### src/rtl/hssc_pkg.sv
// Shared types, codes and reset constants for the heater schedule safety controller.
package hssc_pkg;

    localparam int MAX_STEPS_DEF     = 4;
    localparam int DURATION_BITS_DEF = 20;

    localparam int WORD_W     = 22;
    localparam int WORD_DUR_W = WORD_W - 2;
    localparam int REMAIN_W   = 20;
    localparam int CFG_DATA_W = 22;
    localparam int CFG_IDX_W  = 3;

    localparam logic [1:0] OP_TICK     = 2'd0;
    localparam logic [1:0] OP_SET_MODE = 2'd1;
    localparam logic [1:0] OP_START    = 2'd2;
    localparam logic [1:0] OP_STOP     = 2'd3;

    localparam logic [1:0] MODE_OFF  = 2'd0;
    localparam logic [1:0] MODE_WARM = 2'd1;
    localparam logic [1:0] MODE_LOW  = 2'd2;
    localparam logic [1:0] MODE_HIGH = 2'd3;

    localparam logic [1:0] ALERT_NONE   = 2'd0;
    localparam logic [1:0] ALERT_TEMP   = 2'd1;
    localparam logic [1:0] ALERT_SENSOR = 2'd2;

    localparam logic [CFG_IDX_W-1:0] CFG_SAFETY_LIMIT  = 3'd0;
    localparam logic [CFG_IDX_W-1:0] CFG_ERROR_LIMIT   = 3'd1;
    localparam logic [CFG_IDX_W-1:0] CFG_STEP_COUNT    = 3'd2;
    localparam logic [CFG_IDX_W-1:0] CFG_REPEAT_ENABLE = 3'd3;
    localparam logic [CFG_IDX_W-1:0] CFG_STEP0_WORD    = 3'd4;

    localparam int ERROR_LIMIT_RST = 10;
    localparam int SECONDS_PER_HOUR = 3600;

    localparam logic signed [15:0] SAFETY_LIMIT_RST = 16'sd3000;
    localparam logic [7:0]         ERR_LIMIT_RST    = 8'(ERROR_LIMIT_RST);
    localparam logic [2:0]         STEP_COUNT_RST   = 3'd3;
    localparam logic               REPEAT_RST       = 1'b0;
    localparam logic [7:0]         ERR_COUNT_MAX    = 8'hFF;

    localparam logic [3:0][WORD_W-1:0] STEP_WORD_RST = '{
        {WORD_DUR_W'(0), MODE_OFF},
        {WORD_DUR_W'(0), MODE_WARM},
        {WORD_DUR_W'(6 * SECONDS_PER_HOUR), MODE_LOW},
        {WORD_DUR_W'(SECONDS_PER_HOUR), MODE_HIGH}
    };

    typedef struct packed {
        logic [1:0]         operation;
        logic signed [15:0] temperature;
        logic               reading_valid;
        logic [1:0]         requested_mode;
    } t_in_item;

    typedef struct packed {
        logic [1:0]          mode;
        logic                main_on;
        logic                aux_on;
        logic signed [15:0]  last_temperature;
        logic                sensor_fault;
        logic [1:0]          alert;
        logic                schedule_running;
        logic [1:0]          current_step;
        logic [REMAIN_W-1:0] step_remaining;
    } t_out_item;

    typedef struct packed {
        logic [1:0]         mode;
        logic signed [15:0] temperature;
        logic               fault;
        logic [7:0]         error_count;
        logic               schedule_on;
        logic [1:0]         step_index;
    } t_ctl_state;

    typedef struct packed {
        logic signed [15:0] safety_limit;
        logic [7:0]         error_limit;
        logic [2:0]         step_count;
        logic               repeat_enable;
    } t_cfg;

endpackage

### src/rtl/heater_schedule_safety_controller.sv
// Top level of the heater schedule safety controller: registers, handshakes, config.
//
//  channel  dir  valid        stall        payload
//  in       in   i_in_valid   o_in_stall   i_in_data  (hssc_pkg::t_in_item)
//  out      out  o_out_valid  i_out_stall  o_out_data (hssc_pkg::t_out_item)
//  cfg      in   i_cfg_we     -            i_cfg_index, i_cfg_data
//
// An event passes from its input beat into the input register, then through the
// next-state logic into the result register.
// One event per cycle is sustained while the output is not stalled; the controller
// state updates when an event moves into the result register.
// Synchronous active-low reset clears state and both valids; config takes defaults.
// A stalled result holds the input register, which then stalls the input channel.
module heater_schedule_safety_controller #(
    parameter int MAX_STEPS     = hssc_pkg::MAX_STEPS_DEF,
    parameter int DURATION_BITS = hssc_pkg::DURATION_BITS_DEF
) (
    input  logic                                i_clk,
    input  logic                                i_rst_n,
    input  logic                                i_in_valid,
    input  hssc_pkg::t_in_item                  i_in_data,
    output logic                                o_in_stall,
    output logic                                o_out_valid,
    output hssc_pkg::t_out_item                 o_out_data,
    input  logic                                i_out_stall,
    input  logic                                i_cfg_we,
    input  logic [hssc_pkg::CFG_IDX_W-1:0]      i_cfg_index,
    input  logic [hssc_pkg::CFG_DATA_W-1:0]     i_cfg_data
);

    logic                                       r_in_valid;
    hssc_pkg::t_in_item                         r_in;
    logic                                       r_out_valid;
    hssc_pkg::t_out_item                        r_out;
    hssc_pkg::t_ctl_state                       r_state;
    hssc_pkg::t_ctl_state                       n_state;
    logic [DURATION_BITS-1:0]                   r_elapsed;
    logic [DURATION_BITS-1:0]                   n_elapsed;
    hssc_pkg::t_out_item                        n_out;
    hssc_pkg::t_cfg                             r_cfg;
    logic [MAX_STEPS-1:0][hssc_pkg::WORD_W-1:0] r_words;
    logic                                       advance;

    assign advance     = r_in_valid && (!r_out_valid || !i_out_stall);
    assign o_in_stall  = r_in_valid && !advance;
    assign o_out_valid = r_out_valid;
    assign o_out_data  = r_out;

    hssc_step #(
        .MAX_STEPS     (MAX_STEPS),
        .DURATION_BITS (DURATION_BITS)
    ) u_step (
        .i_item    (r_in),
        .i_state   (r_state),
        .i_elapsed (r_elapsed),
        .i_cfg     (r_cfg),
        .i_words   (r_words),
        .o_state   (n_state),
        .o_elapsed (n_elapsed),
        .o_result  (n_out)
    );

    always_ff @(posedge i_clk) begin
        if (!i_rst_n) begin
            r_in_valid <= 1'b0;
        end else if (!o_in_stall) begin
            r_in_valid <= i_in_valid;
        end
    end

    always_ff @(posedge i_clk) begin
        if (i_in_valid && !o_in_stall) begin
            r_in <= i_in_data;
        end
    end

    always_ff @(posedge i_clk) begin
        if (!i_rst_n) begin
            r_out_valid <= 1'b0;
        end else if (advance) begin
            r_out_valid <= 1'b1;
        end else if (!i_out_stall) begin
            r_out_valid <= 1'b0;
        end
    end

    always_ff @(posedge i_clk) begin
        if (advance) begin
            r_out <= n_out;
        end
    end

    always_ff @(posedge i_clk) begin
        if (!i_rst_n) begin
            r_state   <= '0;
            r_elapsed <= '0;
        end else if (advance) begin
            r_state   <= n_state;
            r_elapsed <= n_elapsed;
        end
    end

    always_ff @(posedge i_clk) begin
        if (!i_rst_n) begin
            r_cfg.safety_limit  <= hssc_pkg::SAFETY_LIMIT_RST;
            r_cfg.error_limit   <= hssc_pkg::ERR_LIMIT_RST;
            r_cfg.step_count    <= hssc_pkg::STEP_COUNT_RST;
            r_cfg.repeat_enable <= hssc_pkg::REPEAT_RST;
            for (int k = 0; k < MAX_STEPS; k++) begin
                r_words[k] <= hssc_pkg::STEP_WORD_RST[k];
            end
        end else if (i_cfg_we) begin
            case (i_cfg_index)
                hssc_pkg::CFG_SAFETY_LIMIT:  r_cfg.safety_limit  <= i_cfg_data[15:0];
                hssc_pkg::CFG_ERROR_LIMIT:   r_cfg.error_limit   <= i_cfg_data[7:0];
                hssc_pkg::CFG_STEP_COUNT:    r_cfg.step_count    <= i_cfg_data[2:0];
                hssc_pkg::CFG_REPEAT_ENABLE: r_cfg.repeat_enable <= i_cfg_data[0];
                default: begin
                    for (int k = 0; k < MAX_STEPS; k++) begin
                        if (i_cfg_index
                                == hssc_pkg::CFG_IDX_W'(hssc_pkg::CFG_STEP0_WORD + k)) begin
                            r_words[k] <= i_cfg_data[hssc_pkg::WORD_W-1:0];
                        end
                    end
                end
            endcase
        end
    end

    a_alert_shuts_off: assert property (@(posedge i_clk) disable iff (!i_rst_n)
        (o_out_valid && (o_out_data.alert != hssc_pkg::ALERT_NONE))
        |-> (o_out_data.mode == hssc_pkg::MODE_OFF) && !o_out_data.schedule_running)
        else $error("alert beat with heater still on or schedule running");

    a_remain_needs_run: assert property (@(posedge i_clk) disable iff (!i_rst_n)
        (o_out_valid && (o_out_data.step_remaining != '0))
        |-> o_out_data.schedule_running)
        else $error("step time left reported without a running schedule");

    a_advance_fills_out: assert property (@(posedge i_clk) disable iff (!i_rst_n)
        advance |=> r_out_valid)
        else $error("event moved forward but no result beat is pending");

    a_count_cleared_on_good: assert property (@(posedge i_clk) disable iff (!i_rst_n)
        (advance && (r_in.operation == hssc_pkg::OP_TICK) && r_in.reading_valid)
        |=> (r_state.error_count == 8'd0) && !r_state.fault)
        else $error("good reading left an error count or fault behind");

endmodule

### src/rtl/hssc_step.sv
// Next-state and result logic for one event of the heater controller.
module hssc_step #(
    parameter int MAX_STEPS     = hssc_pkg::MAX_STEPS_DEF,
    parameter int DURATION_BITS = hssc_pkg::DURATION_BITS_DEF
) (
    input  hssc_pkg::t_in_item                           i_item,
    input  hssc_pkg::t_ctl_state                         i_state,
    input  logic [DURATION_BITS-1:0]                     i_elapsed,
    input  hssc_pkg::t_cfg                               i_cfg,
    input  logic [MAX_STEPS-1:0][hssc_pkg::WORD_W-1:0]   i_words,
    output hssc_pkg::t_ctl_state                         o_state,
    output logic [DURATION_BITS-1:0]                     o_elapsed,
    output hssc_pkg::t_out_item                          o_result
);

    localparam int REMAIN_W_L = hssc_pkg::REMAIN_W;

    function automatic logic [hssc_pkg::WORD_W-1:0] pick_word(
        input logic [MAX_STEPS-1:0][hssc_pkg::WORD_W-1:0] words,
        input logic [1:0] idx
    );
        logic [hssc_pkg::WORD_W-1:0] w;
        w = '0;
        for (int k = 0; k < MAX_STEPS; k++) begin
            if (idx == 2'(k)) begin
                w = words[k];
            end
        end
        return w;
    endfunction

    function automatic logic [DURATION_BITS-1:0] word_dur(
        input logic [hssc_pkg::WORD_W-1:0] w
    );
        return DURATION_BITS'(w[hssc_pkg::WORD_W-1:2]);
    endfunction

    function automatic logic [1:0] word_mode(
        input logic [hssc_pkg::WORD_W-1:0] w
    );
        return w[1:0];
    endfunction

    logic [2:0] active;
    assign active = (i_cfg.step_count > 3'(MAX_STEPS)) ? 3'(MAX_STEPS) : i_cfg.step_count;

    always_comb begin
        hssc_pkg::t_ctl_state       st;
        logic [DURATION_BITS-1:0]   el;
        logic [DURATION_BITS-1:0]   dur;
        logic [7:0]                 err_inc;
        logic [1:0]                 alert;
        logic                       heating;
        logic [REMAIN_W_L-1:0]      remain;

        st      = i_state;
        el      = i_elapsed;
        alert   = hssc_pkg::ALERT_NONE;
        remain  = '0;
        heating = i_state.mode != hssc_pkg::MODE_OFF;
        err_inc = '0;
        dur     = '0;

        case (i_item.operation)
            hssc_pkg::OP_TICK: begin
                if (i_item.reading_valid) begin
                    st.temperature = i_item.temperature;
                    st.fault       = 1'b0;
                    st.error_count = '0;
                end else begin
                    st.fault = 1'b1;
                end
                if (heating && i_item.reading_valid
                        && (i_item.temperature > i_cfg.safety_limit)) begin
                    st.mode        = hssc_pkg::MODE_OFF;
                    st.schedule_on = 1'b0;
                    alert          = hssc_pkg::ALERT_TEMP;
                end
                if (heating && !i_item.reading_valid) begin
                    err_inc = (st.error_count != hssc_pkg::ERR_COUNT_MAX)
                            ? st.error_count + 8'd1 : st.error_count;
                    if (err_inc > i_cfg.error_limit) begin
                        st.mode        = hssc_pkg::MODE_OFF;
                        st.schedule_on = 1'b0;
                        st.error_count = '0;
                        alert          = hssc_pkg::ALERT_SENSOR;
                    end else begin
                        st.error_count = err_inc;
                    end
                end
                if (st.schedule_on) begin
                    if (el != '1) begin
                        el = el + DURATION_BITS'(1);
                    end
                    dur = word_dur(pick_word(i_words, st.step_index));
                    if ((dur != '0) && (el >= dur)) begin
                        el = '0;
                        if ((3'({1'b0, st.step_index}) + 3'd1) >= active) begin
                            if (i_cfg.repeat_enable) begin
                                st.step_index = 2'd0;
                                st.mode       = word_mode(pick_word(i_words, 2'd0));
                            end else begin
                                st.schedule_on = 1'b0;
                            end
                        end else begin
                            st.step_index = st.step_index + 2'd1;
                            st.mode       = word_mode(pick_word(i_words, st.step_index));
                        end
                    end
                end
            end
            hssc_pkg::OP_SET_MODE: begin
                st.mode = i_item.requested_mode;
            end
            hssc_pkg::OP_START: begin
                if (active != 3'd0) begin
                    st.schedule_on = 1'b1;
                    st.step_index  = 2'd0;
                    el             = '0;
                    st.mode        = word_mode(pick_word(i_words, 2'd0));
                end
            end
            default: begin
                st.schedule_on = 1'b0;
            end
        endcase

        dur = word_dur(pick_word(i_words, st.step_index));
        if (st.schedule_on && (dur != '0) && (el < dur)) begin
            remain = REMAIN_W_L'(dur - el);
        end

        o_state   = st;
        o_elapsed = el;

        o_result.mode             = st.mode;
        o_result.main_on          = st.mode[1];
        o_result.aux_on           = st.mode[0];
        o_result.last_temperature = st.temperature;
        o_result.sensor_fault     = st.fault;
        o_result.alert            = alert;
        o_result.schedule_running = st.schedule_on;
        o_result.current_step     = st.step_index;
        o_result.step_remaining   = remain;
    end

endmodule
### config.mk
export PLATFORM = sky130hd
export DESIGN_NAME = heater_schedule_safety_controller
export DESIGN_NICKNAME = d
export VERILOG_FILES = /design/src/rtl/hssc_pkg.sv /design/src/rtl/heater_schedule_safety_controller.sv /design/src/rtl/hssc_step.sv
export SDC_FILE = /design/constraint.sdc
export NUM_CORES = 1
export LEC_CHECK = 0
export ABC_AREA = 1
export BUFFER_PORTS_ARGS = -buffer_cell sky130_fd_sc_hd__buf_2
export CAP_MARGIN = 20
export CORE_AREA = 3 3 152 154
export DETAILED_ROUTE_END_ITERATION = 10
export DIE_AREA = 0 0 155 157
export GPL_TIMING_DRIVEN = 0
export PLACE_DENSITY = 0.8
export SLEW_MARGIN = 20
export SYNTH_ARGS = -nofsm -noshare
export SYNTH_HDL_FRONTEND = slang
export SYNTH_SLANG_ARGS = --single-unit
### constraint.sdc
create_clock -name i_clk -period 9 [get_ports i_clk]
set_input_delay 0.9 -clock i_clk [delete_from_list [all_inputs] [get_ports i_clk]]
set_output_delay 0.9 -clock i_clk [all_outputs]
set_load 0.01 [all_outputs]
==> out/metrics.csv <==
metric;value;unit
area_delta_synth_final;13.3;%
clk-insertion-delay-late;0.55;ns
required_worst_endpoint;9.30;ns
setup_viol;0;
rr_worst_depth;45;
timing.clock.skew;0.0119;ns
cts_tree;yes;
postCtsHoldBufs;0;
drt_drc_violations_left;0;
timing_worst_setup_path_type;reg2reg;
detailed_place_hpwl;33600;um
detailed_place.area;0.0142;mm^2
critical_path.reg2reg.startpoint;r_in[2]$_DFFE_PP_;
worst-slew-pin-transition;1.02;ns
clock_path_buffers;3;
finalSetupTns;0;ns
ys_dominant_reg_cell;dfxtp_1;
pin_count_of_the_biggest_net_entering_global_routing;54;
power.leakage;6.89;nW
post_route_cells_drive_above_1_share;9.56;%
placement_rows;54;
dieWidth;155;um
multi_input_area;0.00669;mm^2
synthDistinctLibCells;51;
synth.avg_cell_area;7.20;um^2
reg2reg_slack;0.79;ns
status;complete, no violations;
r2r_end;o_out_data[14]$_SDFFCE_PN0P_;
worst-path-stages;45;
worst-endpoint-arrival;8.51;ns
pwr_density_cell;195;mW/mm^2
initial_core_util;61.1;%
register_area;0.00532;mm^2
main_area_contributors_after_synthesis;dfxtp_1 25%, edfxtp_1 15%, nand2_1 10%;
detail_route.first_pass.iterations;6;
finalCritPeriodShare;91.2;%
asyncSetResetFlopFracSynth;0;%
synthMostInstantiatedCell;nand2_1;
wire_length_of_the_first_global_routing_pass;68700;um
critical_path.max_stage_delay;0.40;ns
postSynthNetCount;1979;
first_iter_violations;1586;
maxSlewHeadroom;31.9;%
dp_cells;2228;
yosysTopAreaCellShare;25.2;%
post_detailed_routing_wire_length;44900;um
post_cts_resize_count;0;
worst_setup_path_start_kind;register;
post_drt_wl_per_cell;19.7;um
synthesis.yosys.warnings;0;
cap_violations;0;
globalRouteTotalUtil;35.9;%
globalRoute.totalOverflow;0;
die-height;157;um
cts-buffers-inserted;27;
synthCells;1852;
worst_hold_path_type;reg2reg;
postCtsSetupBuffers;0;
fp.coreArea;0.0218;mm^2
synth-edff-count;65;
count_of_buffers_from_port_buffering;96;
fmax;0.122;GHz
finalMaxSlewViolations;0;
htreeDepth;1;
synth_top_area_cell;dfxtp_1;
ys_ff_latch;233;
critical_path.top_delay_family;simple AND/OR/NAND/NOR gates;
cts.clk_slew.worst_paths;0.06;ns
nets;2104;
period_needed;8.21;ns
critical_path_maximum_fanout;10;
unrepaired_setup_endpoints_after_global_routing;no;
setup.worst_path.start;r_in[2]$_DFFE_PP_;
viasPerCell;5.92;
num-fill-cells;1874;
layout.core_utilization;69.2;%
power.ir.vdd_worst;0.171;mV
clock_sink_count;233;
crit_buf_inv;8;
post-layout-total-power;2.95;mW
synth-seq-area-share;39.9;%
vias_in_the_first_global_route;12400;
stdcell_area;0.0151;mm^2
top_level_ports;99;
final_estimated_routing_congestion_in_global_placement;1.01;
die_area;0.0243;mm^2
timing.final.hold_violations;0;
n_antenna_cell;0;
antenna_found_initial;0;
synth_common_cells;354 x nand2_1, 241 x inv_1, 226 x nor2_1;
synth.cell_area;0.0133;mm^2
root_buffer;clkbuf_16;
crit_path_end_kind;register;
post_route_non_filler_standard_cell_count;2278;
crit_path_frequent_cell;nand2_1;
endpoint;o_out_data[14]$_SDFFCE_PN0P_;
drtAntennaViolNets;0;
dr_total_vias;13500;
critical-path-slowest-cell;a21boi_0;
## registers in the layout, indices dropped and copies added, names as in the netlist
register and flops:
r_words 88, o_out_data 44, r_state 30, r_cfg 28, r_in 21, r_elapsed 20
o_out_valid 1, r_in_valid 1
## worst min path at each step
stage,from,endpoint,cells after the start
after floorplan,r_words[44]$_SDFFE_PN1P_,r_words[44]$_SDFFE_PN1P_,2
after CTS,r_words[44]$_SDFFE_PN1P_,r_words[44]$_SDFFE_PN1P_,2
after global placement,r_words[44]$_SDFFE_PN1P_,r_words[44]$_SDFFE_PN1P_,2
after global routing,r_cfg[18]$_SDFFE_PN0P_,r_cfg[18]$_SDFFE_PN0P_,2
after detailed placement,r_words[44]$_SDFFE_PN1P_,r_words[44]$_SDFFE_PN1P_,2
final,r_words[44]$_SDFFE_PN1P_,r_words[44]$_SDFFE_PN1P_,2
## through the flow
step                      setup WS, ns  hold slack, ns
after floorplan                   2.63           0.424
after global placement            1.08           0.437
after detailed placement          1.00           0.448
after CTS                        0.970           0.462
after global routing            0.0845           0.483
final                            0.788           0.461
## power by group
group	total (mW)	switching, mW	internal, mW
clock	1.16	0.465	0.694
combinational	0.621	0.417	0.204
sequential	1.17	0.0306	1.14
## final cells by class
class | count | share of cell area [%]
well taps | 280 | 2.32
inverters | 252 | 6.27
repair buffers | 96 | 3.18
plain buffers | 78 | 2.53
multi-input cells | 1289 | 44.3
clock inverters | 11 | 0.995
clock buffers | 39 | 5.18
flip-flops and latches | 233 | 35.2
## cells by family after synthesis
group                    count (synthesis)  synth area share [%]
AND/OR/NAND/NOR                        717                  22.1
AO/OA/AOI/OAI                          462                  18.6
buffers and inverters                  330                  9.93
flip-flops                             233                  39.9
adder cells (fa/ha/maj)                 76                  7.19
XOR/XNOR                                34                  2.23
## worst reg2reg max path, delay by kind of cell (launching register included)
kind / cells / cell delay, ns
AND/OR/NAND/NOR: 23 / 3.42
AO/OA/AOI/OAI: 10 / 2.00
buffers and inverters: 8 / 1.21
adder cells (fa/ha/maj): 3 / 0.80
flip-flops: 1 / 0.39
XOR/XNOR: 1 / 0.15
## cells in the final DEF, fill, tap and decap left out, types with 5 or more instances in the layout
cell / count
buf_4: 11
o21ai_1: 8
a221oi_1: 7
dfxtp_1: 168
clkbuf_1: 56
nand3_1: 88
nor2_1: 226
nand2_1: 354
ha_1: 75
o21ai_0: 210
inv_2: 6
edfxtp_1: 65
xor2_1: 22
inv_1: 241
o211ai_1: 22
nor3_1: 11
or2_2: 5
nor4_1: 7
xnor2_1: 12
nand4_1: 11
clkinv_2: 5
a211oi_1: 5
a21oi_1: 187
clkbuf_16: 28
clkinv_1: 5
buf_2: 106
## per-layer routing
| layer | vias to the layer above | part of all wire [%] | global-route usage (%) |
|---|---|---|---|
| met3 | 135 | 10 | 5.03 |
| met5 | - | 0 | 0 |
| met1 | 6207 | 41 | 49.9 |
| met4 | 0 | 4.2 | 14.6 |
| li1 | 6352 | - | - |
| met2 | 784 | 44 | 57.1 |
Power figures use the tool's default switching activity.
